**src/rtl/core/pli_pkg.sv**
```systemverilog
`default_nettype none
// -----------------------------------------------------------------------------
// pli_pkg
// Shared types, codes and widths for the positional list unit.
// -----------------------------------------------------------------------------
package pli_pkg;

	localparam int CAPACITY_DEF = 16;
	localparam int MODE_W       = 3;
	localparam int VALUE_W      = 32;
	localparam int POS_W        = 8;
	localparam int STATUS_W     = 2;
	localparam int COUNT_W      = 5;

	typedef enum logic [MODE_W-1:0] {
		MODE_INS_FRONT = 3'd0,
		MODE_INS_BACK  = 3'd1,
		MODE_INS_POS   = 3'd2,
		MODE_DEL_FRONT = 3'd3,
		MODE_DEL_BACK  = 3'd4,
		MODE_DEL_POS   = 3'd5,
		MODE_DISPLAY   = 3'd6
	} mode_t;

	typedef enum logic [STATUS_W-1:0] {
		ST_OK     = 2'd0,
		ST_BADPOS = 2'd1,
		ST_EMPTY  = 2'd2,
		ST_FULL   = 2'd3
	} status_t;

	// controller to datapath commands
	typedef struct packed {
		logic    mem_we;
		logic    wsel_rd;
		logic    mem_re;
		logic    cnt_inc;
		logic    cnt_dec;
		logic    out_load;
		status_t out_status;
		logic    out_elem_rd;
		logic    out_last;
	} pli_cmd_t;

endpackage
`default_nettype wire

```
**src/rtl/core/pli_dp.sv**
```systemverilog
`default_nettype none
// -----------------------------------------------------------------------------
// pli_dp
// Datapath: element memory, read register, element count and response register.
// -----------------------------------------------------------------------------
module pli_dp import pli_pkg::*; #(
	parameter  int CAPACITY = CAPACITY_DEF,
	localparam int CW       = $clog2(CAPACITY + 1),
	localparam int AW       = $clog2(CAPACITY)
) (
	input  wire logic                      clk,
	input  wire logic                      arst_n,
	input  wire logic                      in_ld,
	input  wire logic signed [VALUE_W-1:0] value,
	input  wire pli_cmd_t                  cmd,
	input  wire logic [AW-1:0]             waddr,
	input  wire logic [AW-1:0]             raddr,
	output logic [CW-1:0]                  cnt,
	output logic                           out_free,
	output logic                           valid,
	input  wire logic                      ready,
	output logic [STATUS_W-1:0]            status,
	output logic signed [VALUE_W-1:0]      element,
	output logic                           is_last,
	output logic [COUNT_W-1:0]             count
);

	logic [VALUE_W-1:0]  mem [CAPACITY];
	logic [VALUE_W-1:0]  rd_q;
	logic [VALUE_W-1:0]  value_q;
	logic [CW-1:0]       cnt_q;
	logic                ov_q;
	logic [STATUS_W-1:0] status_q;
	logic [VALUE_W-1:0]  element_q;
	logic                last_q;
	logic [COUNT_W-1:0]  count_q;

	always_ff @(posedge clk) begin
		if (cmd.mem_we) begin
			mem[waddr] <= cmd.wsel_rd ? rd_q : value_q;
		end
		if (cmd.mem_re) begin
			rd_q <= mem[raddr];
		end
		if (in_ld) begin
			value_q <= value;
		end
		if (cmd.out_load) begin
			status_q  <= cmd.out_status;
			element_q <= cmd.out_elem_rd ? rd_q : '0;
			last_q    <= cmd.out_last;
			count_q   <= COUNT_W'(cnt_q);
		end
	end

	always_ff @(posedge clk or negedge arst_n) begin
		if (!arst_n) begin
			cnt_q <= '0;
			ov_q  <= 1'b0;
		end else begin
			if (cmd.cnt_inc) begin
				cnt_q <= cnt_q + CW'(1);
			end else if (cmd.cnt_dec) begin
				cnt_q <= cnt_q - CW'(1);
			end
			if (cmd.out_load) begin
				ov_q <= 1'b1;
			end else if (ready) begin
				ov_q <= 1'b0;
			end
		end
	end

	assign cnt      = cnt_q;
	assign out_free = !ov_q || ready;
	assign valid    = ov_q;
	assign status   = status_q;
	assign element  = $signed(element_q);
	assign is_last  = last_q;
	assign count    = count_q;

endmodule
`default_nettype wire

```
**config.mk**
```make
export PLATFORM = sky130hd
export DESIGN_NAME = pli_dp
export DESIGN_NICKNAME = d
export VERILOG_FILES = /design/src/rtl/core/pli_pkg.sv /design/src/rtl/core/pli_dp.sv
export SDC_FILE = /design/constraint.sdc
export NUM_CORES = 1
export LEC_CHECK = 0
export ABC_AREA = 1
export BUFFER_PORTS_ARGS = -buffer_cell sky130_fd_sc_hd__buf_2
export CORE_MARGIN = 5
export CORE_UTILIZATION = 40
export DETAILED_ROUTE_END_ITERATION = 6
export PLACE_DENSITY_LB_ADDON = 0.15
export SKIP_LAST_GASP = 1
export SLEW_MARGIN = 20
export SYNTH_ARGS = -nofsm -noshare
export SYNTH_HDL_FRONTEND = slang
export SYNTH_SLANG_ARGS = --single-unit
```
**constraint.sdc**
```tcl
create_clock -name clk -period 1.2 [get_ports clk]
set_input_delay 0.36 -clock clk [delete_from_list [all_inputs] [get_ports clk]]
set_output_delay 0.36 -clock clk [all_outputs]
set_load 0.05 [all_outputs]
```
==> impl_metrics.py <==
metrics = {
    "hold_path": {
        "hold_path_class": "input port to flip-flop",
        "min-delay-start": "cmd[6]",
        "hold_end": "cnt[1]$_DFFE_PN0P_",
        "whs_path_depth": 4,
    },
    "yosys": {
        "synth_fp_nets": 2398,
        "postSynthCellCount": 2340,
        "yosysTopAreaCell": "edfxtp_1",
        "yosysSeqAreaShare_pct": 71.2,
        "synth_top_area_share_pct": 70.6,
        "yosysWarnings": 0,
        "syn_avg_cell_area_um2": 11.2,
        "yosysUniqueCellTypes": 22,
        "synth_area_leaders": "edfxtp_1 71%, nand2_1 10%, nand3_1 7.5%",
        "netlist_area_um2": 26200,
        "synth-seq-cells": 622,
    },
    "status": {
        "status": "finished, violations left",
        "violations": "negative setup slack",
    },
    "detailed_routing": {
        "first_iter_violations": 1110,
        "antenna_left": 0,
        "via_per_inst": 4.84,
        "drc": 0,
        "drt_wl_total_mm": 65.8,
        "wl_per_cell_um": 18.9,
        "vias": 16851,
        "first_pass_iters": 5,
    },
    "floorplanning": {
        "die_h_um": 266,
        "die_w_um": 266,
        "std_cell_rows": 93,
        "core_um2": 64700,
        "initial_core_util_pct": 40.5,
        "boundaryPins": 101,
        "die_area_um2": 70700,
    },
    "grt": {
        "grt_pass1_wl_mm": 101,
        "grt_remaining_overflow": 0,
        "antenna_found_initial": 2,
        "grt_max_degree": 54,
        "grt_pass1_vias": 16589,
        "track_usage_pct": 18.6,
    },
    "critical_path": {
        "cp-end-kind": "primary output",
        "cp-start-kind": "flip-flop",
        "path_class": "flip-flop to primary output",
        "worstPathBufferInverterCount": 2,
        "cpLargestDelayFamily": "flip-flops",
        "r2r-start": "cnt[1]$_DFFE_PN0P_",
        "reg2regPathDepth": 8,
        "max_stage_delay_ps": 410,
        "worst-r2r-setup-slack_ps": -260,
        "r2r_end": "cnt[4]$_DFFE_PN0P_",
        "crit_required_ps": 840,
        "crit_chain": "buf_6 > buf_8",
        "cp-startpoint": "cnt[0]$_DFFE_PN0P_",
        "slowest_stage": "dfrtp_2",
        "crit_fanout": 2,
        "worstPathArrival_ps": 1270,
    },
    "cells_and_area": {
        "stdcell_count": 3485,
        "synthToLayoutAreaGrowth_pct": 23.8,
        "final_common_cell": "nand2_1",
        "fin_nets": 2640,
        "drive_gt1_share_pct": 16.4,
        "fin_util_pct": 50.1,
        "final_cell_mix": "717 x nand2_1, 616 x edfxtp_1, 421 x inv_1, 377 x nand3_1, 83 x buf_12",
    },
    "power_and_ir_drop": {
        "power_density_nw_per_um2": 1580,
        "leakage_nw": 13.8,
        "peakVddDrop_mv": 0.822,
    },
    "timing": {
        "maxSlewHeadroom_pct": 77.2,
        "tightest_slew_ps": 343,
        "worst_clock_skew_ps": 21.9,
        "fmax_mhz": 612,
        "rsz0062_at_grt": "true",
        "setup_violations": 51,
        "min_period_ps": 1630,
        "worst_slack_ps": -435,
        "drv_slew": 0,
        "period_share_pct": 136,
        "final_hold_viol_count": 0,
    },
    "clock_tree": {
        "path_clk_slew_ps": 60,
        "cts_max_path_buffers": 3,
        "cts_tree": "done",
        "root_buffer": "clkbuf_16",
        "cts_buffers": 70,
        "cts_sinks": 622,
        "insertion_delay_ps": 610,
        "h-tree-depth": 3,
    },
    "place": {
        "portBuffers": 100,
        "dp_slack_ps": -443,
        "dpl.cell_count": 3321,
        "gp_congestion": 0.778,
        "dp_hpwl_mm": 40.9,
    },
    "flow_run": {
        "cap_violations": 0,
    },
}
worst register-to-register path: stages, from the launching register on:
cell and delay [ps]:
dfrtp_2 410, buf_4 150, fa_2 380, nand3_4 110, nand2_2 50, nand2_2 70, nand2_1 60, nand2_1 70
nand2_1 50
flip-flops by register name, summed over array words and instances (netlist names):
| name | flops |
|---|---|
| mem | 512 |
| element | 32 |
| rd_q | 32 |
| value_q | 32 |
| cnt | 5 |
| count | 5 |
| status | 2 |
| is_last | 1 |
| valid | 1 |
Yosys cell counts:
cell type and number:
nand3b_1 2, ha_1 3, o21ai_0 1, a21oi_1 3, mux2_2 8, buf_6 26
nand2_1 727, buf_2 49, inv_1 425, nand3_1 390, inv_4 1, inv_2 1
mux2_1 24, dfrtp_1 6, xnor2_1 1, nor2_1 19, buf_1 15, clkbuf_1 13
buf_12 1, edfxtp_1 616, buf_4 8, fa_1 1
layout make-up:
class                      instances  area [um^2]
antenna                            1         2.50
clock buffer                      86         1830
clock inverter                    33          274
fill                            5779        32300
inverter                         427         1620
multi-input combinational       1179         5630
sequential                       622        18700
tap                              855         1070
timing repair buffer             282         3340
metrics by stage:
step | area [um^2] | setup TNS, ps | hold WS, ps | power (W)
6_report | 32400 | -15640 | 64.2 | 0.0513
5_1_grt | 32400 | -18420 | 79.1 | 0.0532
4_1_cts | 32300 | -17460 | 17.0 | 0.0516
3_5_place_dp | 29400 | -341820 | 199 | 0.0308
3_3_place_gp | 29400 | -327370 | 198 | 0.0307
2_1_floorplan | 26500 | -189560 | 64.4 | 0.0287
kinds of logic after synthesis:
group                    synth area share (%)
AO/OA/AOI/OAI                          0.0764
XOR/XNOR                               0.0334
adder cells (fa/ha/maj)                 0.220
buffers and inverters                    8.89
flip-flops                               71.2
multiplexers                             1.38
AND/OR/NAND/NOR                          18.2
power breakdown:
part           internal [W]  switching [W]  total, W
logic               0.00239        0.00368   0.00606
clock network        0.0113        0.00865    0.0200
registers            0.0250       0.000265    0.0252
total                0.0387         0.0126    0.0513
worst max-delay path by stage:
stage	end	slack, ps	cells past startpoint
2_1_floorplan	mem[6][0]$_DFFE_PP_	-300	4
3_3_place_gp	rd_q[6]$_DFFE_PP_	-450	8
3_5_place_dp	rd_q[18]$_DFFE_PP_	-440	8
4_1_cts	cnt[3]	-480	2
5_1_grt	cnt[1]	-490	2
6_report	cnt[0]	-430	2
layer usage:
layer / global-route usage, % / vias to the layer above / share of wire (%)
li1: - / 8121 / -
met1: 25.1 / 8249 / 44
met2: 31.5 / 380 / 49
met3: 3.13 / 99 / 4.4
met4: 4.88 / 2 / 2.2
met5: 0 / - / 0.020
repair_timing:
action	4_1_cts	5_1_grt
buffers inserted	6	4
gates resized for setup	111	22
hold buffers	36	0
setup endpoints to repair	71	66
hold endpoints to repair	41	0
pin swaps	4	9
No activity file was read; power rests on OpenSTA's default activity.
