### config.mk
export PLATFORM = sky130hd
export DESIGN_NAME = pli_ctrl
export DESIGN_NICKNAME = d
export VERILOG_FILES = /design/src/rtl/core/pli_pkg.sv /design/src/rtl/core/pli_ctrl.sv
export SDC_FILE = /design/constraint.sdc
export NUM_CORES = 1
export LEC_CHECK = 0
export BUFFER_PORTS_ARGS = -buffer_cell sky130_fd_sc_hd__buf_2
export CAP_MARGIN = 20
export CORE_MARGIN = 4
export CORE_UTILIZATION = 40
export CTS_CLUSTER_SIZE = 24
export DETAILED_ROUTE_END_ITERATION = 8
export REMOVE_ABC_BUFFERS = 1
export SYNTH_ARGS = -nofsm -noshare
export SYNTH_HDL_FRONTEND = slang
export SYNTH_SLANG_ARGS = --single-unit
### constraint.sdc
create_clock -name clk -period 4.42 [get_ports clk]
set_clock_uncertainty 0.1 [all_clocks]
set_input_delay 1.105 -clock clk [delete_from_list [all_inputs] [get_ports clk]]
set_output_delay 1.105 -clock clk [all_outputs]
set_load 0.03 [all_outputs]
### src/rtl/core/pli_pkg.sv
`default_nettype none
// -----------------------------------------------------------------------------
// pli_pkg
// Shared types, codes and widths for the positional list unit.
// -----------------------------------------------------------------------------
package pli_pkg;

	localparam int CAPACITY_DEF = 16;
	localparam int MODE_W       = 3;
	localparam int VALUE_W      = 32;
	localparam int POS_W        = 8;
	localparam int STATUS_W     = 2;
	localparam int COUNT_W      = 5;

	typedef enum logic [MODE_W-1:0] {
		MODE_INS_FRONT = 3'd0,
		MODE_INS_BACK  = 3'd1,
		MODE_INS_POS   = 3'd2,
		MODE_DEL_FRONT = 3'd3,
		MODE_DEL_BACK  = 3'd4,
		MODE_DEL_POS   = 3'd5,
		MODE_DISPLAY   = 3'd6
	} mode_t;

	typedef enum logic [STATUS_W-1:0] {
		ST_OK     = 2'd0,
		ST_BADPOS = 2'd1,
		ST_EMPTY  = 2'd2,
		ST_FULL   = 2'd3
	} status_t;

	// controller to datapath commands
	typedef struct packed {
		logic    mem_we;
		logic    wsel_rd;
		logic    mem_re;
		logic    cnt_inc;
		logic    cnt_dec;
		logic    out_load;
		status_t out_status;
		logic    out_elem_rd;
		logic    out_last;
	} pli_cmd_t;

endpackage
`default_nettype wire

### src/rtl/core/pli_ctrl.sv
`default_nettype none
// -----------------------------------------------------------------------------
// pli_ctrl
// Controller: decodes a command, sequences the shift moves and the display reads.
// -----------------------------------------------------------------------------
module pli_ctrl import pli_pkg::*; #(
	parameter  int CAPACITY = CAPACITY_DEF,
	localparam int CW       = $clog2(CAPACITY + 1),
	localparam int AW       = $clog2(CAPACITY)
) (
	input  wire logic              clk,
	input  wire logic              arst_n,
	input  wire logic              cmd_valid,
	output logic                   cmd_ready,
	input  wire logic [MODE_W-1:0] mode,
	input  wire logic [POS_W-1:0]  position,
	input  wire logic              out_free,
	input  wire logic [CW-1:0]     cnt,
	output logic                   in_ld,
	output pli_cmd_t               cmd,
	output logic [AW-1:0]          waddr,
	output logic [AW-1:0]          raddr
);

	typedef enum logic [5:0] {
		S_IDLE  = 6'b000001,
		S_PRIME = 6'b000010,
		S_MOVE  = 6'b000100,
		S_PUT   = 6'b001000,
		S_RESP  = 6'b010000,
		S_DISP  = 6'b100000
	} state_t;

	state_t          state_q, state_d;
	logic [AW-1:0]   src_q, src_d, dst_q, dst_d;
	logic [CW-1:0]   left_q, left_d, olft_q, olft_d;
	logic            up_q, up_d, ins_q, ins_d, pend_q, pend_d;
	status_t         st_q, st_d;

	// decode results
	state_t          dc_next;
	status_t         dc_st;
	logic [AW-1:0]   dc_src, dc_dst;
	logic [CW-1:0]   dc_left, dc_idx;
	logic            dc_up, dc_ins, dc_inc, dc_dec;

	logic            accept, full, empty, pos_ins_ok, pos_del_ok;
	logic [8:0]      c9, pos9;
	logic [CW-1:0]   pos_idx;
	mode_t           m;

	assign cmd_ready  = (state_q == S_IDLE);
	assign accept     = cmd_valid && cmd_ready;
	assign c9         = 9'(cnt);
	assign pos9       = 9'(position);
	assign full       = (cnt == CW'(CAPACITY));
	assign empty      = (cnt == '0);
	assign pos_ins_ok = (position != '0) && (pos9 <= c9 + 9'd1);
	assign pos_del_ok = (position != '0) && (pos9 <= c9);
	assign pos_idx    = CW'(pos9 - 9'd1);
	assign m          = mode_t'(mode);

	always_comb begin
		dc_next = S_IDLE;
		dc_st   = ST_OK;
		dc_src  = '0;
		dc_dst  = '0;
		dc_left = '0;
		dc_idx  = '0;
		dc_up   = 1'b0;
		dc_ins  = 1'b0;
		dc_inc  = 1'b0;
		dc_dec  = 1'b0;
		case (m)
			MODE_INS_FRONT, MODE_INS_BACK, MODE_INS_POS: begin
				if (full) begin
					dc_st   = ST_FULL;
					dc_next = S_RESP;
				end else if (m == MODE_INS_POS && !pos_ins_ok) begin
					dc_st   = ST_BADPOS;
					dc_next = S_RESP;
				end else begin
					if (m == MODE_INS_FRONT) begin
						dc_idx = '0;
					end else if (m == MODE_INS_BACK) begin
						dc_idx = cnt;
					end else begin
						dc_idx = pos_idx;
					end
					// shift the tail up one slot, back to front
					dc_left = cnt - dc_idx;
					dc_dst  = AW'(cnt);
					dc_src  = AW'(cnt - CW'(1));
					dc_ins  = 1'b1;
					dc_inc  = 1'b1;
					dc_next = (dc_left != '0) ? S_PRIME : S_PUT;
				end
			end
			MODE_DEL_FRONT, MODE_DEL_BACK, MODE_DEL_POS: begin
				if (empty) begin
					dc_st   = ST_EMPTY;
					dc_next = S_RESP;
				end else if (m == MODE_DEL_POS && !pos_del_ok) begin
					dc_st   = ST_BADPOS;
					dc_next = S_RESP;
				end else begin
					if (m == MODE_DEL_FRONT) begin
						dc_idx = '0;
					end else if (m == MODE_DEL_BACK) begin
						dc_idx = cnt - CW'(1);
					end else begin
						dc_idx = pos_idx;
					end
					// close the gap, front to back
					dc_left = cnt - CW'(1) - dc_idx;
					dc_src  = AW'(dc_idx + CW'(1));
					dc_dst  = AW'(dc_idx);
					dc_up   = 1'b1;
					dc_dec  = 1'b1;
					dc_next = (dc_left != '0) ? S_PRIME : S_RESP;
				end
			end
			MODE_DISPLAY: begin
				if (empty) begin
					dc_st   = ST_EMPTY;
					dc_next = S_RESP;
				end else begin
					dc_left = cnt;
					dc_next = S_DISP;
				end
			end
			default: begin
				dc_next = S_IDLE;
			end
		endcase
	end

	always_comb begin
		state_d = state_q;
		src_d   = src_q;
		dst_d   = dst_q;
		left_d  = left_q;
		olft_d  = olft_q;
		up_d    = up_q;
		ins_d   = ins_q;
		pend_d  = pend_q;
		st_d    = st_q;
		cmd     = '0;
		in_ld   = 1'b0;
		waddr   = dst_q;
		raddr   = src_q;
		case (state_q)
			S_IDLE: begin
				if (accept) begin
					in_ld       = 1'b1;
					cmd.cnt_inc = dc_inc;
					cmd.cnt_dec = dc_dec;
					state_d     = dc_next;
					src_d       = dc_src;
					dst_d       = dc_dst;
					left_d      = dc_left;
					olft_d      = dc_left;
					up_d        = dc_up;
					ins_d       = dc_ins;
					st_d        = dc_st;
					pend_d      = 1'b0;
				end
			end
			S_PRIME: begin
				cmd.mem_re = 1'b1;
				src_d      = up_q ? src_q + AW'(1) : src_q - AW'(1);
				state_d    = S_MOVE;
			end
			S_MOVE: begin
				cmd.mem_we  = 1'b1;
				cmd.wsel_rd = 1'b1;
				dst_d       = up_q ? dst_q + AW'(1) : dst_q - AW'(1);
				left_d      = left_q - CW'(1);
				if (left_q != CW'(1)) begin
					cmd.mem_re = 1'b1;
					src_d      = up_q ? src_q + AW'(1) : src_q - AW'(1);
				end else begin
					state_d = ins_q ? S_PUT : S_RESP;
				end
			end
			S_PUT: begin
				cmd.mem_we = 1'b1;
				state_d    = S_RESP;
			end
			S_RESP: begin
				if (out_free) begin
					cmd.out_load   = 1'b1;
					cmd.out_status = st_q;
					cmd.out_last   = 1'b1;
					state_d        = S_IDLE;
				end
			end
			S_DISP: begin
				// read ahead one word while the response slot drains
				cmd.mem_re      = (left_q != '0) && (!pend_q || out_free);
				cmd.out_load    = pend_q && out_free;
				cmd.out_status  = ST_OK;
				cmd.out_elem_rd = 1'b1;
				cmd.out_last    = (olft_q == CW'(1));
				pend_d          = cmd.mem_re || (pend_q && !cmd.out_load);
				if (cmd.mem_re) begin
					src_d  = src_q + AW'(1);
					left_d = left_q - CW'(1);
				end
				if (cmd.out_load) begin
					olft_d = olft_q - CW'(1);
					if (olft_q == CW'(1)) begin
						state_d = S_IDLE;
					end
				end
			end
			default: begin
				state_d = S_IDLE;
			end
		endcase
	end

	always_ff @(posedge clk or negedge arst_n) begin
		if (!arst_n) begin
			state_q <= S_IDLE;
			src_q   <= '0;
			dst_q   <= '0;
			left_q  <= '0;
			olft_q  <= '0;
			up_q    <= 1'b0;
			ins_q   <= 1'b0;
			pend_q  <= 1'b0;
			st_q    <= ST_OK;
		end else begin
			state_q <= state_d;
			src_q   <= src_d;
			dst_q   <= dst_d;
			left_q  <= left_d;
			olft_q  <= olft_d;
			up_q    <= up_d;
			ins_q   <= ins_d;
			pend_q  <= pend_d;
			st_q    <= st_d;
		end
	end

	a_no_rw_collide: assert property (@(posedge clk) disable iff (!arst_n)
		cmd.mem_we && cmd.mem_re |-> waddr != raddr)
		else $error("memory read and write hit the same entry");

	a_load_when_free: assert property (@(posedge clk) disable iff (!arst_n)
		cmd.out_load |-> out_free)
		else $error("response register overwritten before taken");

	a_cnt_bound: assert property (@(posedge clk) disable iff (!arst_n)
		cnt <= CW'(CAPACITY))
		else $error("element count above capacity");

	a_disp_pending: assert property (@(posedge clk) disable iff (!arst_n)
		(state_q == S_DISP) && cmd.out_load |-> pend_q)
		else $error("display word loaded without a pending read");

endmodule
`default_nettype wire

==> key figures <==
Clock network
  • Post-CTS Setup Bufs: 0
  • CTS tree: yes
  • CTS sink cnt: 29
  • Clock Path Buffers: 2
  • Clock latency on the worst-skew pair: 0.29 ns
  • CTS H-tree depth: 2
  • Root Driver: clkbuf_8
  • Clock buffer count from CTS: 5
  • Clk pin slew, worst setup/hold paths: 0.06 ns

Setup path
  • CP max FO: 5
  • CP Data Required Time: 3.21 ns
  • Worst setup path category: input port to output port
  • Startpoint types: input port
  • CP cell instances: buf_2 > inv_1 > ha_1 > inv_1 > ha_1 > nor2b_1 > o211ai_1 > a31oi_2 > nor2_2 > nor2_2 > nor2_2 > buf_4
  • Crit end category: output port
  • WP data arrival: 3.08 ns
  • Slowest stage cell, crit path: ha_1
  • CP delay by family, top: adder cells
  • Slowest stage delay, CP: 0.34 ns
  • Most frequent CP cell: nor2_2
  • Crit path buffers/inverters: 4

Synth
  • Sequential fraction of the synthesis area: 21.57%
  • Yosys warns: 0
  • Ys async rst share: 100.0%
  • Post-synth cell types: 70
  • Synth top area share: 20.79%
  • Post-synth top area cell: dfrtp_1
  • Mapped Area: 3369 sq um
  • Avg Inst Size Synth: 7.966 sq um
  • Number of synthesized register bits: 29
  • EDFF count, synth: 0
  • Post-synth top cells: 42 x nand2_1, 33 x ha_1, 33 x nor2_1
  • Top_reg_cell synth: dfrtp_1
  • Most common cell in the netlist: nand2_1
  • Cell count after synthesis: 423
  • Top cells by area, synth: dfrtp_1 21%, ha_1 12%, nand2_1 4.7%, o21ai_0 4.3%, xnor2_1 3.9%

Global routing
  • First-pass GRT wire length: 16680 um
  • Initial antenna violation count: 0
  • Number of global-route vias before repair: 3344
  • Largest net degree at the start of global routing: 30
  • GRT Total Usage: 20.64%
  • Gr ovfl total: 0

STA
  • Setup violators final: 0
  • Setup TNS: 0 ns
  • RSZ-0062 raised after global routing: false
  • Final hold violations: 0
  • Final worst path period need: 4.283 ns
  • Hold_ws: 0.3740 ns
  • Fmax: 0.2335 GHz
  • Fin. max-slew vios: 0
  • Rel. slew slack: 44.64%
  • Part of the cycle the worst path needs: 96.90%
  • Slew @ Worst Pin: 0.8304 ns

Drt
  • Vias per cell: 5.772
  • Drt total wl: 9987 um
  • Via total after detailed routing: 3388
  • Drt wl/cell: 17.01 um
  • Iteration count of the initial detailed-routing pass: 4
  • DRT iter0 DRCs: 190
  • DRC violations left: 0
  • ANT nets after route: 0

Placed design
  • Port Buf Inserts: 39
  • Final estimated routing congestion in global placement: 0.8871
  • Final HPWL DP: 8131 um

Power and ir drop
  • Max IR drop VDD: 0.1585 mV
  • Pwr dens: 474.3 nW/um^2
  • Static leakage: 1.817 nW

Final layout
  • Multi-input combinational cell area: 2457 sq um
  • Layout area overhead: 16.56%
  • Diode count: 0
  • Nets: 537
  • Fraction of layout cells with a size suffix above 1: 20.33%
  • Register cell area after layout: 726.9 sq um
  • # fillers: 833

Die
  • Chip height: 99.78 um
  • I/O Pins: 40
  • Die ar.: 9956 sq um
  • Core area: 8217 sq um
  • Core Rows: 33
  • Starting density of the core: 41.01%
  • DIE WIDTH: 99.78 um

Run
  • Max-Cap Viols: 0

Outcome
  • Status: finished, final reports clean

Worst hold path
  • Hold/Removal Path Class: register to register
==> metal layers <==
layer | up-vias | GRT usage (%) | part of all wire, %
li1 | 1674 | - | -
met1 | 1623 | 26.44 | 44
met2 | 72 | 36.12 | 50
met3 | 19 | 1.737 | 3.5
met4 | 0 | 7.563 | 2.5
met5 | - | 0 | 0
==> placed cells by master (no fill, tap or decap), types with 3 or more instances in the layout <==
master	count
a21o_1	11
xnor2_1	15
and3_1	5
a22oi_1	5
dfrtp_1	28
buf_2	38
a221o_1	4
a21oi_1	20
a31oi_1	4
nor2_2	5
ha_1	33
nor2b_1	6
o211ai_1	5
fa_1	3
nand2b_1	8
nor2_1	30
nand3b_1	4
nor3b_1	5
buf_4	29
nor3_1	11
nand3_1	14
o21ai_0	29
a211oi_1	3
nor4_1	6
o22ai_1	6
xor2_1	10
inv_1	28
o22a_1	4
nand2_1	42
a221oi_1	8
clkbuf_8	5
==> path summary, 6_finish.rpt <==
kind                       startpoint         to  slack [ns]  depth (start not counted)
min in group asynchronous      arst_n  olft_q[4]        0.74                          1
setup / recovery               cnt[0]     cmd[6]        0.14                         12
hold reg to reg               st_q[1]    st_q[1]        0.37                          2
max in group asynchronous      arst_n   waddr[1]        3.03                          1
hold / removal                st_q[1]    st_q[1]        0.37                          2
setup reg to reg           state_q[0]  olft_q[3]        1.50                          7
==> state kept, by name, indices dropped and copies added (netlist names) <==
| signal | count |
|---|---|
| raddr | 4 |
| pend_q | 1 |
| ins_q | 1 |
| st_q | 2 |
| state_q | 6 |
| up_q | 1 |
| olft_q | 5 |
| waddr | 4 |
| left_q | 5 |
==> repair_timing <==
| action | in CTS | in global routing |
|---|---|---|
| setup endpoints to repair | 0 | 1 |
| hold buffers | 0 | 0 |
| resized for setup | 0 | 7 |
==> layout make-up <==
cell class	instances	area share, %
well taps	105	3.345
inverters	31	3.090
clock inverters	2	0.2549
flip-flops and latches	29	18.51
multi-input cells	347	62.57
clock buffers	6	1.848
repair buffers	67	10.39
==> kinds of logic (layout without fill, tap and decap cells) <==
family	Yosys count	count (layout)	synth area share (%)
simple gates	158	158	24.51
compound gates	125	125	26.29
buf+inv	47	106	6.053
fa+ha+maj	36	36	14.04
flops	29	29	21.57
xor+xnor	25	25	6.498
mux	3	3	1.040
==> worst register-to-register path, stage by stage (launching register included) <==
cell and delay (ns):
dfstp_2 0.58, or4b_4 0.47, nor4_1 0.59, a21oi_1 0.23
o21ai_2 0.22, nor2_2 0.05, mux2_4 0.26, a221o_1 0.29
==> stage by stage <==
| stage | cell area [sq um] | util, % | cells | worst slack [ns] | power (mW) |
|---|---|---|---|---|---|
| after global routing | 3928 | 47.80 | 587 | 0.008726 | 2.025 |
| after detailed placement | 3824 | 46.54 | 579 | 0.06695 | 1.640 |
| after CTS | 3906 | 47.54 | 587 | 0.05555 | 1.864 |
| after floorplan | 3287 | - | 407 | 0.2824 | 1.305 |
| final | 3928 | 47.80 | 587 | 0.1369 | 1.863 |
| after global placement | 3824 | 46.54 | 579 | 0.1246 | 1.616 |
==> report_power, final <==
part | internal [mW] | leakage (nW) | switching (mW)
combinational | 0.476 | 1.40 | 0.680
sequential | 0.371 | 0.370 | 0.118
clock | 0.109 | 0.0450 | 0.108
(Power assumes the default switching activity.)
